File: src/lru_key_value_cache_core_macros.svh
// Assertion macros for the cache core files; only lkv_rank uses them.
// Both expect clk and rst_n in the scope where they are used.
`ifndef LRU_KEY_VALUE_CACHE_CORE_MACROS_SVH
`define LRU_KEY_VALUE_CACHE_CORE_MACROS_SVH
`ifndef NO_ASSERTIONS
`define LKV_ASSERT(lbl, cond) \
  lbl: assert property (@(posedge clk) disable iff (!rst_n) (cond)) \
    else $error("lkv check failed");
`define LKV_ASSERT_NEXT(lbl, ante, cons) \
  lbl: assert property (@(posedge clk) disable iff (!rst_n) (ante) |=> (cons)) \
    else $error("lkv check failed");
`else
`define LKV_ASSERT(lbl, cond)
`define LKV_ASSERT_NEXT(lbl, ante, cons)
`endif
`endif

File: src/lkv_pkg.sv
package lkv_pkg;

  localparam int ENTRIES    = 16;
  localparam int KEY_BITS   = 32;
  localparam int VALUE_BITS = 64;
  localparam int CAP_BITS   = 5;
  localparam int IDX_W      = $clog2(ENTRIES);
  localparam int AGE_W      = IDX_W;
  localparam int CNT_W      = $clog2(ENTRIES + 1);

  typedef enum logic [1:0] {
    MODE_GET      = 2'd0,
    MODE_SET      = 2'd1,
    MODE_CONTAINS = 2'd2,
    MODE_REMOVE   = 2'd3
  } mode_t;

  typedef enum logic [1:0] {
    RK_NONE,
    RK_TOUCH,
    RK_DROP,
    RK_INSERT
  } rank_op_t;

  typedef struct packed {
    rank_op_t         op;
    logic [IDX_W-1:0] slot;
    logic [IDX_W-1:0] old_slot;
  } rank_cmd_t;

  typedef struct packed {
    logic             key_we;
    logic             val_we;
    logic [IDX_W-1:0] addr;
  } store_wr_t;

endpackage

File: src/lkv_store.sv
module lkv_store (
  input  logic                          clk,
  input  lkv_pkg::store_wr_t            wr_i,
  input  logic [lkv_pkg::KEY_BITS-1:0]   wr_key_i,
  input  logic [lkv_pkg::VALUE_BITS-1:0] wr_value_i,
  input  logic                          key_re_i,
  input  logic [lkv_pkg::IDX_W-1:0]      key_rd_addr_i,
  input  logic                          val_re_i,
  input  logic [lkv_pkg::IDX_W-1:0]      val_rd_addr_i,
  output logic [lkv_pkg::KEY_BITS-1:0]   rd_key_o,
  output logic [lkv_pkg::VALUE_BITS-1:0] rd_value_o
);
  import lkv_pkg::*;

  logic [KEY_BITS-1:0]   key_mem [ENTRIES];
  logic [VALUE_BITS-1:0] val_mem [ENTRIES];
  logic [KEY_BITS-1:0]   rd_key_r;
  logic [VALUE_BITS-1:0] rd_value_r;

  always_ff @(posedge clk) begin
    if (wr_i.key_we) begin
      key_mem[wr_i.addr] <= wr_key_i;
    end
    if (key_re_i) begin
      rd_key_r <= key_mem[key_rd_addr_i];
    end
  end

  always_ff @(posedge clk) begin
    if (wr_i.val_we) begin
      val_mem[wr_i.addr] <= wr_value_i;
    end
    if (val_re_i) begin
      rd_value_r <= val_mem[val_rd_addr_i];
    end
  end

  assign rd_key_o   = rd_key_r;
  assign rd_value_o = rd_value_r;

endmodule

File: src/lkv_rank.sv
`include "lru_key_value_cache_core_macros.svh"

module lkv_rank (
  input  logic                        clk,
  input  logic                        rst_n,
  input  lkv_pkg::rank_cmd_t          cmd_i,
  input  logic [lkv_pkg::CAP_BITS-1:0] capacity_i,
  input  logic [lkv_pkg::IDX_W-1:0]    rd_idx_i,
  output logic                        rd_valid_o,
  output logic [lkv_pkg::AGE_W-1:0]    rd_age_o,
  output logic [lkv_pkg::CNT_W-1:0]    count_o
);
  import lkv_pkg::*;

  localparam int CW = ((CNT_W > CAP_BITS) ? CNT_W : CAP_BITS) + 1;

  logic [ENTRIES-1:0] valid_r, valid_nxt;
  logic [AGE_W-1:0]   age_r [ENTRIES];
  logic [AGE_W-1:0]   age_nxt [ENTRIES];
  logic [CNT_W-1:0]   count_r, count_nxt;

  logic [AGE_W-1:0] slot_age;
  logic [CW-1:0]    cnt_p1;
  logic [CW-1:0]    cap_w;
  logic [CW-1:0]    cap_eff;
  logic             full;
  logic             over;

  always_comb begin
    slot_age = age_r[cmd_i.slot];
    cnt_p1   = CW'(count_r) + CW'(1);
    cap_w    = CW'(capacity_i);
    cap_eff  = (cap_w > CW'(ENTRIES)) ? CW'(ENTRIES) : cap_w;
    full     = (count_r == CNT_W'(ENTRIES));
    over     = (cnt_p1 > cap_eff);

    valid_nxt = valid_r;
    age_nxt   = age_r;
    count_nxt = count_r;

    case (cmd_i.op)
      RK_TOUCH: begin
        for (int i = 0; i < ENTRIES; i++) begin
          if (valid_r[i] && (age_r[i] < slot_age)) begin
            age_nxt[i] = age_r[i] + AGE_W'(1);
          end
        end
        age_nxt[cmd_i.slot] = '0;
      end
      RK_DROP: begin
        for (int i = 0; i < ENTRIES; i++) begin
          if (valid_r[i] && (age_r[i] > slot_age)) begin
            age_nxt[i] = age_r[i] - AGE_W'(1);
          end
        end
        valid_nxt[cmd_i.slot] = 1'b0;
        age_nxt[cmd_i.slot]   = '0;
        if (count_r != '0) begin
          count_nxt = count_r - CNT_W'(1);
        end
      end
      RK_INSERT: begin
        // when full, slot is the oldest entry: it is reused, count holds
        for (int i = 0; i < ENTRIES; i++) begin
          if (valid_r[i]) begin
            age_nxt[i] = age_r[i] + AGE_W'(1);
          end
        end
        valid_nxt[cmd_i.slot] = 1'b1;
        age_nxt[cmd_i.slot]   = '0;
        if (!full) begin
          count_nxt = count_r + CNT_W'(1);
          if (over) begin
            if (count_r == '0) begin
              // drop the new key at once
              valid_nxt[cmd_i.slot] = 1'b0;
              count_nxt             = '0;
            end else begin
              valid_nxt[cmd_i.old_slot] = 1'b0;
              age_nxt[cmd_i.old_slot]   = '0;
              count_nxt                 = count_r;
            end
          end
        end
      end
      default: begin
      end
    endcase
  end

  always_ff @(posedge clk) begin
    if (!rst_n) begin
      valid_r <= '0;
      count_r <= '0;
      for (int i = 0; i < ENTRIES; i++) begin
        age_r[i] <= '0;
      end
    end else begin
      valid_r <= valid_nxt;
      count_r <= count_nxt;
      age_r   <= age_nxt;
    end
  end

  assign rd_valid_o = valid_r[rd_idx_i];
  assign rd_age_o   = age_r[rd_idx_i];
  assign count_o    = count_r;

  `LKV_ASSERT(a_count_matches, count_r == CNT_W'($countones(valid_r)))
  `LKV_ASSERT(a_count_bound, count_r <= CNT_W'(ENTRIES))
  `LKV_ASSERT_NEXT(a_touch_front, cmd_i.op == RK_TOUCH,
                   valid_r[$past(cmd_i.slot)] && (age_r[$past(cmd_i.slot)] == '0))

endmodule

File: src/lru_key_value_cache_core.sv
// Fully associative key/value cache with least-recently-used replacement.
// Input channel (in_valid/in_stall): one request word of mode, key and
// write value. Modes: get, set, contains, remove. Result channel
// (out_valid/out_stall): found flag and read value, one word per request.
// Config channel (cfg_valid/cfg_ready): writes the capacity register.
// Each request walks all ENTRIES slots one per cycle through the single
// key compare unit, reading the key memory port; rank and recency are
// then updated in S_ACT. The result word is loaded from S_FIN once the
// output register is free, and the next request is taken in S_IDLE after
// the result is loaded, so only one request is in flight at a time.
// The result sits in an output register; a new request is accepted while
// it waits, and only the load of the following result waits on out_stall.
// Reset clears all valid bits, ranks and the count, and sets capacity to
// 16; key and value memories are not cleared. in_stall is high during
// reset and while a request is in flight.
module lru_key_value_cache_core (
  input  logic                          clk,
  input  logic                          rst_n,
  input  logic                          in_valid,
  output logic                          in_stall,
  input  logic [1:0]                    in_mode,
  input  logic [lkv_pkg::KEY_BITS-1:0]   in_key,
  input  logic [lkv_pkg::VALUE_BITS-1:0] in_write_value,
  output logic                          out_valid,
  input  logic                          out_stall,
  output logic                          out_found,
  output logic [lkv_pkg::VALUE_BITS-1:0] out_read_value,
  input  logic                          cfg_valid,
  output logic                          cfg_ready,
  input  logic [lkv_pkg::CAP_BITS-1:0]   cfg_data
);
  import lkv_pkg::*;

  typedef enum logic [2:0] {
    S_IDLE,
    S_SEARCH,
    S_LAST,
    S_ACT,
    S_FIN
  } state_t;

  state_t               state_r;
  logic [IDX_W-1:0]     idx_r;
  logic [IDX_W-1:0]     cmp_idx_r;
  logic                 cmp_vld_r;
  mode_t                mode_r;
  logic [KEY_BITS-1:0]  key_r;
  logic [VALUE_BITS-1:0] wval_r;
  logic                 hit_r, hit_nxt;
  logic [IDX_W-1:0]     hit_slot_r, hit_slot_nxt;
  logic                 free_r, free_nxt;
  logic [IDX_W-1:0]     free_slot_r, free_slot_nxt;
  logic                 old_r, old_nxt;
  logic [IDX_W-1:0]     old_slot_r, old_slot_nxt;
  logic [AGE_W-1:0]     old_age_r, old_age_nxt;
  logic                 out_valid_r;
  logic                 out_found_r;
  logic [VALUE_BITS-1:0] out_value_r;
  logic [CAP_BITS-1:0]  capacity_r;

  logic                 rd_valid;
  logic [AGE_W-1:0]     rd_age;
  logic [CNT_W-1:0]     count;
  logic [KEY_BITS-1:0]  rd_key;
  logic [VALUE_BITS-1:0] rd_value;
  rank_cmd_t            rank_cmd;
  store_wr_t            store_wr;
  logic [IDX_W-1:0]     ins_slot;
  logic                 in_fire;
  logic                 out_free;

  assign in_stall  = (state_r != S_IDLE) || !rst_n;
  assign in_fire   = in_valid && !in_stall;
  assign out_free  = !out_valid_r || !out_stall;
  assign cfg_ready = rst_n;
  assign ins_slot  = (count == CNT_W'(ENTRIES)) ? old_slot_r : free_slot_r;

  // shared compare: match, first free slot, oldest slot
  always_comb begin
    hit_nxt       = hit_r;
    hit_slot_nxt  = hit_slot_r;
    free_nxt      = free_r;
    free_slot_nxt = free_slot_r;
    old_nxt       = old_r;
    old_slot_nxt  = old_slot_r;
    old_age_nxt   = old_age_r;
    if (cmp_vld_r) begin
      if (rd_valid && (rd_key == key_r) && !hit_r) begin
        hit_nxt      = 1'b1;
        hit_slot_nxt = cmp_idx_r;
      end
      if (!rd_valid && !free_r) begin
        free_nxt      = 1'b1;
        free_slot_nxt = cmp_idx_r;
      end
      if (rd_valid && (!old_r || (rd_age >= old_age_r))) begin
        old_nxt      = 1'b1;
        old_slot_nxt = cmp_idx_r;
        old_age_nxt  = rd_age;
      end
    end
    // start a fresh search
    if (in_fire) begin
      hit_nxt  = 1'b0;
      free_nxt = 1'b0;
      old_nxt  = 1'b0;
    end
  end

  always_comb begin
    rank_cmd = '{op: RK_NONE, slot: hit_slot_r, old_slot: old_slot_r};
    store_wr = '{key_we: 1'b0, val_we: 1'b0, addr: hit_slot_r};
    if (state_r == S_ACT) begin
      unique case (mode_r)
        MODE_GET: begin
          if (hit_r) begin
            rank_cmd.op = RK_TOUCH;
          end
        end
        MODE_SET: begin
          store_wr.val_we = 1'b1;
          if (hit_r) begin
            rank_cmd.op = RK_TOUCH;
          end else begin
            rank_cmd.op     = RK_INSERT;
            rank_cmd.slot   = ins_slot;
            store_wr.key_we = 1'b1;
            store_wr.addr   = ins_slot;
          end
        end
        MODE_CONTAINS: begin
        end
        MODE_REMOVE: begin
          if (hit_r) begin
            rank_cmd.op = RK_DROP;
          end
        end
      endcase
    end
  end

  always_ff @(posedge clk) begin
    if (!rst_n) begin
      state_r     <= S_IDLE;
      cmp_vld_r   <= 1'b0;
      out_valid_r <= 1'b0;
      capacity_r  <= CAP_BITS'(16);
    end else begin
      if (cfg_valid && cfg_ready) begin
        capacity_r <= cfg_data;
      end
      if ((state_r == S_FIN) && out_free) begin
        out_valid_r <= 1'b1;
      end else if (out_valid_r && !out_stall) begin
        out_valid_r <= 1'b0;
      end
      hit_r       <= hit_nxt;
      hit_slot_r  <= hit_slot_nxt;
      free_r      <= free_nxt;
      free_slot_r <= free_slot_nxt;
      old_r       <= old_nxt;
      old_slot_r  <= old_slot_nxt;
      old_age_r   <= old_age_nxt;
      unique case (state_r)
        S_IDLE: begin
          cmp_vld_r <= 1'b0;
          if (in_fire) begin
            mode_r  <= mode_t'(in_mode);
            key_r   <= in_key;
            wval_r  <= in_write_value;
            idx_r   <= '0;
            state_r <= S_SEARCH;
          end
        end
        S_SEARCH: begin
          cmp_vld_r <= 1'b1;
          cmp_idx_r <= idx_r;
          idx_r     <= idx_r + IDX_W'(1);
          if (idx_r == IDX_W'(ENTRIES - 1)) begin
            state_r <= S_LAST;
          end
        end
        S_LAST: begin
          cmp_vld_r <= 1'b0;
          state_r   <= S_ACT;
        end
        S_ACT: begin
          state_r <= S_FIN;
        end
        S_FIN: begin
          // hold the result until the previous word is taken
          if (out_free) begin
            out_found_r <= (mode_r == MODE_SET) || hit_r;
            out_value_r <= ((mode_r == MODE_GET) && hit_r) ? rd_value : '0;
            state_r     <= S_IDLE;
          end
        end
        default: begin
          state_r <= S_IDLE;
        end
      endcase
    end
  end

  assign out_valid      = out_valid_r;
  assign out_found      = out_found_r;
  assign out_read_value = out_value_r;

  lkv_store u_store (
    .clk           (clk),
    .wr_i          (store_wr),
    .wr_key_i      (key_r),
    .wr_value_i    (wval_r),
    .key_re_i      (state_r == S_SEARCH),
    .key_rd_addr_i (idx_r),
    .val_re_i      (state_r == S_ACT),
    .val_rd_addr_i (hit_slot_r),
    .rd_key_o      (rd_key),
    .rd_value_o    (rd_value)
  );

  lkv_rank u_rank (
    .clk        (clk),
    .rst_n      (rst_n),
    .cmd_i      (rank_cmd),
    .capacity_i (capacity_r),
    .rd_idx_i   (cmp_idx_r),
    .rd_valid_o (rd_valid),
    .rd_age_o   (rd_age),
    .count_o    (count)
  );

endmodule
File: config.mk
export PLATFORM = sky130hd
export DESIGN_NAME = lru_key_value_cache_core
export DESIGN_NICKNAME = d
export VERILOG_FILES = /design/src/lkv_pkg.sv /design/src/lkv_store.sv /design/src/lkv_rank.sv /design/src/lru_key_value_cache_core.sv
export VERILOG_INCLUDE_DIRS = /design/src /design/src/src
export SDC_FILE = /design/constraint.sdc
export NUM_CORES = 2
export LEC_CHECK = 0
export BUFFER_PORTS_ARGS = -buffer_cell sky130_fd_sc_hd__buf_2
export CAP_MARGIN = 20
export CORE_ASPECT_RATIO = 0.75
export CORE_UTILIZATION = 51
export CTS_CLUSTER_DIAMETER = 120
export DETAILED_ROUTE_END_ITERATION = 8
export GPL_ROUTABILITY_DRIVEN = 0
export GPL_TIMING_DRIVEN = 0
export PLACE_DENSITY = 0.67
export SLEW_MARGIN = 20
export SYNTH_ARGS = -nofsm -noshare
export SYNTH_HDL_FRONTEND = slang
export SYNTH_HIERARCHICAL = 1
export SYNTH_SLANG_ARGS = --single-unit
File: constraint.sdc
create_clock -name clk -period 6.4 [get_ports clk]
set_input_delay 0.32 -clock clk [delete_from_list [all_inputs] [get_ports clk]]
set_output_delay 0.32 -clock clk [all_outputs]
set_load 0.01 [all_outputs]
### Word level (Yosys, flattened, before mapping)

Memories as Yosys holds them, arrays and structs flattened. A register that Yosys moved wholly into a read port is not among the register bits.
Index checks and enable logic that the tools add are counted.

* add/sub/neg operators: 36
* multiply operators: 0
* div/mod/pow operators: 0
* order comparisons: 45
* equality and inequality tests: 18
* shift operators: 0
* multiplexer cells: 156
* bitwise gates (word level): 15
* reduce and logical (&&, ||, !) cells: 84

Operators by type and width (number)
* two-way mux 4 bit: 106
* AND 64 bit: 4
* two-way mux 64 bit: 3
* case mux 64 bit (3 select lines): 1
* NOT 64 bit: 2
* adder 4 x 1 -> 4 bit, second input constant: 17
* greater-than comparator 4 bit: 16
* less-than comparator 4 bit: 16
* subtractor 4 x 1 -> 4 bit, second input constant: 16
* AND 16 bit: 3
* two-way mux 16 bit: 3
* logical AND 1 bit: 45
* binary-select mux 4 bit (select 4 bit): 2
* demux 4 bit (select 4 bit): 2
* equality test 32 bit: 1
* NOT 16 bit: 2
* case mux 16 bit (2 select lines): 1
* AND reduction 3 bit: 10
* two-way mux 5 bit: 5
* two-way mux 6 bit: 3
* two-way mux 1 bit: 17
* OR 16 bit: 1
* nonzero test 2 bit: 8
* greater-or-equal comparator 5 bit, second input constant: 3
* 39 further kinds: 67

* register bits: 285
* bits in latches: 0
* memory bits (writable): 1536
* memory bits (read-only): 0
* bits of input ports: 108
* output and inout bits: 68
* memories: 2

Memories
* u_store.val_mem: depth 16, bits a word 64, read ports 1, clocked after memory_dff 1, wr ports 1, RTL line lkv_store.sv:16 `logic [VALUE_BITS-1:0] val_mem [ENTRIES];`
* u_store.key_mem: depth 16, bits a word 32, read ports 1, clocked after memory_dff 1, wr ports 1, RTL line lkv_store.sv:15 `logic [KEY_BITS-1:0] key_mem [ENTRIES];`

### Logic depth before layout (Yosys ltp)

* depth after elaboration: 17
* gate-level depth with buffers: 20
* gate-level depth less buffers: 16

### Hierarchy

The synthesis kept the hierarchy.

By module, submodules not included
* lkv_store: times used 1, cells an instance 2487, area an instance 60349.1 µm², sequential area each 49007.0 µm²
* lkv_rank: times used 1, cells an instance 1440, area an instance 10959.3 µm², sequential area each 1701.6 µm²
* lru_key_value_cache_core: times used 1, cells an instance 412, area an instance 7299.5 µm², sequential area each 5905.7 µm²

### Worst setup path before layout

OpenSTA, ideal clock, no wires.

* path kind: flip-flop to flip-flop
* from: register state_r[1]
* to: memory u_store.val_mem[14][0] (enable)
* arrival: 4.679 ns
* data required time: 5.914 ns
* slack: 1.235 ns
* cell stages (with the launch flop): 8
* path buffers: 0
* cells stage by stage: dfxtp_1 nand2_1 or2_2 nor3_4 nor2_1 a21oi_1 nand3_1 nor2_1

* word-level cells in the longest chain between the ends: 4

Ends and longest elaborated chain
* start: declaration: RTL line lru_key_value_cache_core.sv:42 `state_t state_r;`
* start signal: assignment: RTL line lru_key_value_cache_core.sv:144 `state_r <= S_IDLE;`
* start signal: assignment: RTL line lru_key_value_cache_core.sv:172 `state_r <= S_SEARCH;`
* start signal: assignment: RTL line lru_key_value_cache_core.sv:180 `state_r <= S_LAST;`
* equality test 3 x 2 -> 1 bit *: RTL line lru_key_value_cache_core.sv:113 `if (state_r == S_ACT) begin`
* two-way mux 6 bit *: RTL line lru_key_value_cache_core.sv:113
* two-way mux 1 bit: RTL line lkv_store.sv:30 `if (wr_i.val_we) begin`
* two-way mux 1 bit (not written as such): RTL line lkv_store.sv:31 `val_mem[wr_i.addr] <= wr_value_i;`
* end: declaration: RTL line lkv_store.sv:16

Mark *: on every way between the ends. The rest lies on a longest branch, timed or not.

==> summary.txt <==
Logic synthesis
  • Top cells by area, synth: edfxtp_1, mux4_2, dfxtp_1
  • Leading area contributor after synthesis: edfxtp_1
  • Gate Count Post-Synth: 4339
  • Predominant post-synthesis flop cell: edfxtp_1
  • Synth top area share: 0.696
  • Number of synthesized flops with an enable pin: 1822
  • Syn Nets: 4555
  • Flops & latches, synth: 1917
  • Synth warn: 6
  • Netlist Area Pre-Place: 78600 sq um
  • Yosys cell types: 89
  • Sequential cell area fraction in the yosys report: 0.720
  • Synth async-reset ratio: 0
  • Mean Syn Cell Area: approximately 18 sq um

Power and ir drop
  • Pwr dens: 274 nW/um^2
  • Clock network fraction of design power: 0.414
  • Net switching power: 5.39 mW
  • Combinational share of power: 0.031
  • Internal: 19.7 mW
  • Switch share: 0.215
  • Leak: 29.5 nW
  • Worst VDD drop: 0.243 mV
  • Reg power frac: 0.555

Setup path
  • Worst setup EP type: flip-flop
  • Setup crit start: state_r[1]$_SDFFE_PN0P_
  • Reg2Reg Depth: 18
  • Crit-path max FO: 16
  • Critical Path Slowest Stage Cell: or4b_2
  • Critical path cell sequence: nand2_1, or2_2, nor3_4, nor2_1, a21oi_1, buf_2, buf_2, buf_2, mux4_2, mux4_2, inv_4, ha_1, a21oi_1, o21ai_0, and3_1, a21oi_1, or4b_2, a41oi_1
  • Critical path type: reg -> reg
  • Critical R2R Launch: state_r[1]$_SDFFE_PN0P_
  • Worst Setup EP: u_rank/age_r[63]$_SDFFE_PN0P_
  • Crit path launch type: flip-flop
  • Largest stage delay, worst path: 0.62 ns
  • Worst Path Arrival: 6.83 ns
  • CP required: 7.13 ns
  • RR Endpoint: u_rank/age_r[63]$_SDFFE_PN0P_
  • R2R Setup Slk: 0.29 ns

Clocking
  • Clock Root Buffer: clkbuf_16
  • CTS H-tree depth: 4
  • CTS Sinks: 1917
  • TritonCTS buffer count: 179
  • Clock Pin Slew Worst Setup and Hold Paths: 0.06 ns
  • Clock network latency to the later pin of the worst-skew pair: 0.83 ns
  • CTS tree: yes
  • Clock buffer depth: 3

Timing
  • Post-route setup TNS: 0 ns
  • RSZ-0062 raised after global routing: false
  • Pin slew with the least headroom to its limit: 1.25 ns
  • Worst hold slack: roughly 0.064 ns
  • Max Fclk: 0.164 GHz
  • Minimum clock period: 6.11 ns
  • Final Setup Violations: 0
  • Slew Limit Headroom: 0.166
  • Fin. Hold Viols: 0
  • Period utilisation layout: 0.954
  • Final Skew: approximately 0.037 ns
  • Max Slew Vio Count: 0

GRT
  • Total grt overflow: 0
  • Global-route wire length before repair: 303000 um
  • Number of antenna violations at the first check in global routing: 3
  • Vias in the first global route: 44208
  • Gr usage total: 0.270
  • Largest net degree at the start of global routing: 53

Routing
  • DR vias: 45419
  • Residual DRC: 0
  • Initial drt markers: 6413
  • Pre-antenna DRT Iters: 7
  • WL/cell: 29.6 um
  • Via density: 6.42
  • Post-Route WL: 209000 um
  • Final ANT Viol Nets: 0

Die
  • Num ports: roughly 180
  • Std cell rows: between 100 and 150
  • Core area: 153000 sq um
  • Die width: 455 um
  • Initial Util: 0.515
  • DIE HEIGHT: 342 um
  • DIE AREA: between 150000 and 200000 sq um

Hold path
  • HP Start: out_stall
  • Worst hold path depth: 4
  • Worst Hold Class: in -> reg

Cells and area
  • Area grow syn2layout: 16.3%
  • Filler instances: 11021
  • Register Area: 56600 sq um
  • Area occupied by multi-input gates: 20900 sq um
  • Share of layout cells above drive strength 1: 0.222
  • NumNets Final: between 5000 and 6000

Placed design
  • Dpl hpwl: 135000 um
  • IO Port Bufs: 174

Status
  • Status: completed

Flow run
  • Max Cap Viol: 0
## cells in the final DEF (no fill, tap or decap), drive strengths merged, types with 29 or more instances in the layout
cell type    instances
a21oi               98
a22oi              205
a31oi               32
and2                79
and3                29
buf                373
clkbuf             386
clkinv              87
dfxtp               95
dlygate4sd3        111
edfxtp            1822
ha                 108
inv                 63
mux2i               39
mux4               429
nand2              257
nand3               73
nand4               53
nor2               158
nor2b               31
nor3                63
o21ai               82
xor2                30
## state kept, by name, summed over array words and instances (netlist names), 2 cells and up
name                flops
wval_r                 64
capacity_r              5
u_rank/count_o          5
u_store/rd_value_o     64
mode_r                  2
old_age_r               4
old_slot_r              4
cmp_idx_r               4
u_rank/valid_r         16
out_read_value         64
u_store/val_mem      1024
free_slot_r             4
u_rank/age_r           64
hit_slot_r              4
idx_r                   4
u_store/rd_key_o       32
key_r                  32
state_r                 3
u_store/key_mem       512
## cells by family after synthesis
logic type	after synthesis	synth area share
flops	1917	0.720
simple gates	834	0.0526
compound gates	630	0.0567
mux	479	0.129
buf+inv	316	0.0177
fa+ha+maj	108	0.0172
xor+xnor	55	0.00613
## synthesized netlist by cell type, types with 22 or more instances
library cell  instances
mux2i_1              39
a22oi_1             205
edfxtp_1           1822
buf_1                24
xnor2_1              25
mux4_2              429
and2_1               79
nor2_1              157
nand4_1              53
xor2_1               30
clkbuf_1            160
and3_1               29
nor2b_1              31
a21oi_1              94
o31ai_1              22
nand2_1             256
nor4_1               24
buf_2                45
a31oi_1              32
ha_1                108
nand2b_1             27
inv_1                59
dfxtp_1              95
o21ai_0              76
nor3_1               61
nand3_1              72
## worst max-delay path: cells and delay by family (launching register included)
kind / cells / cell delay, ns
flops: 1 / 0.46
mux: 2 / 0.87
compound gates: 5 / 1.16
simple gates: 6 / 1.78
buf+inv: 4 / 1.47
fa+ha+maj: 1 / 0.22
## area by class of cell
| type | instances | share of cell area |
|---|---|---|
| antenna | 1 | 0.0000274 |
| buffer | 255 | 0.0127 |
| clock buffer | 225 | 0.0514 |
| clock inverter | 108 | 0.0106 |
| inverter | 61 | 0.00275 |
| multi-input combinational | 2106 | 0.228 |
| sequential | 1917 | 0.619 |
| tap | 2016 | 0.0276 |
| timing repair buffer | 390 | 0.0475 |
## through the flow
stage          worst slack, ns  instances  area, sq um   util  total power, mW
2_1_floorplan             1.23       4339        78600      -             14.6
3_3_place_gp             -3.37       6529        82000  0.537             14.9
3_5_place_dp            -0.222       6623        84500  0.554             14.9
4_1_cts                 0.0806       7067        91300  0.598             25.2
5_1_grt                  0.106       7079        91400  0.599             25.7
6_report                 0.295       7079        91400  0.599             25.1
## per-layer routing
metal	vias to the layer above	track usage	part of all wire	wire (um)
li1	18967	-	-	-
met5	-	0	0	0
met3	408	0.0549	0.11	22100
met2	2696	0.403	0.45	94300
met1	23348	0.403	0.41	86800
met4	0	0.0849	0.030	6190
## power by group through the flow
stage | registers [mW] | logic [mW] | clock network [mW]
2_1_floorplan | 14.1 | 0.461 | 0
3_3_place_gp | 14.2 | 0.699 | 0
3_5_place_dp | 14.2 | 0.715 | 0
4_1_cts | 13.9 | 0.773 | 10.5
5_1_grt | 13.9 | 0.840 | 11.0
6_report | 13.9 | 0.788 | 10.4
## timing repair
item / CTS / global route
hold buffers: 111 / 0
endpoints found under the setup margin: 9 / 38
hold endpoints to repair: 109 / 0
buffers inserted: 0 / 11
resized for setup: 2 / 4
pin swaps: 0 / 1
## how the worst min path moves through the flow
stage,to
after floorplan,key_r[0]$_DFFE_PP_
after global placement,capacity_r[4]$_SDFFE_PN1P_
after detailed placement,capacity_r[4]$_SDFFE_PN1P_
after CTS,state_r[2]$_SDFFE_PN0P_
after global routing,state_r[2]$_SDFFE_PN0P_
final,state_r[2]$_SDFFE_PN0P_
Note: power is estimated with default switching activity, not from simulation.
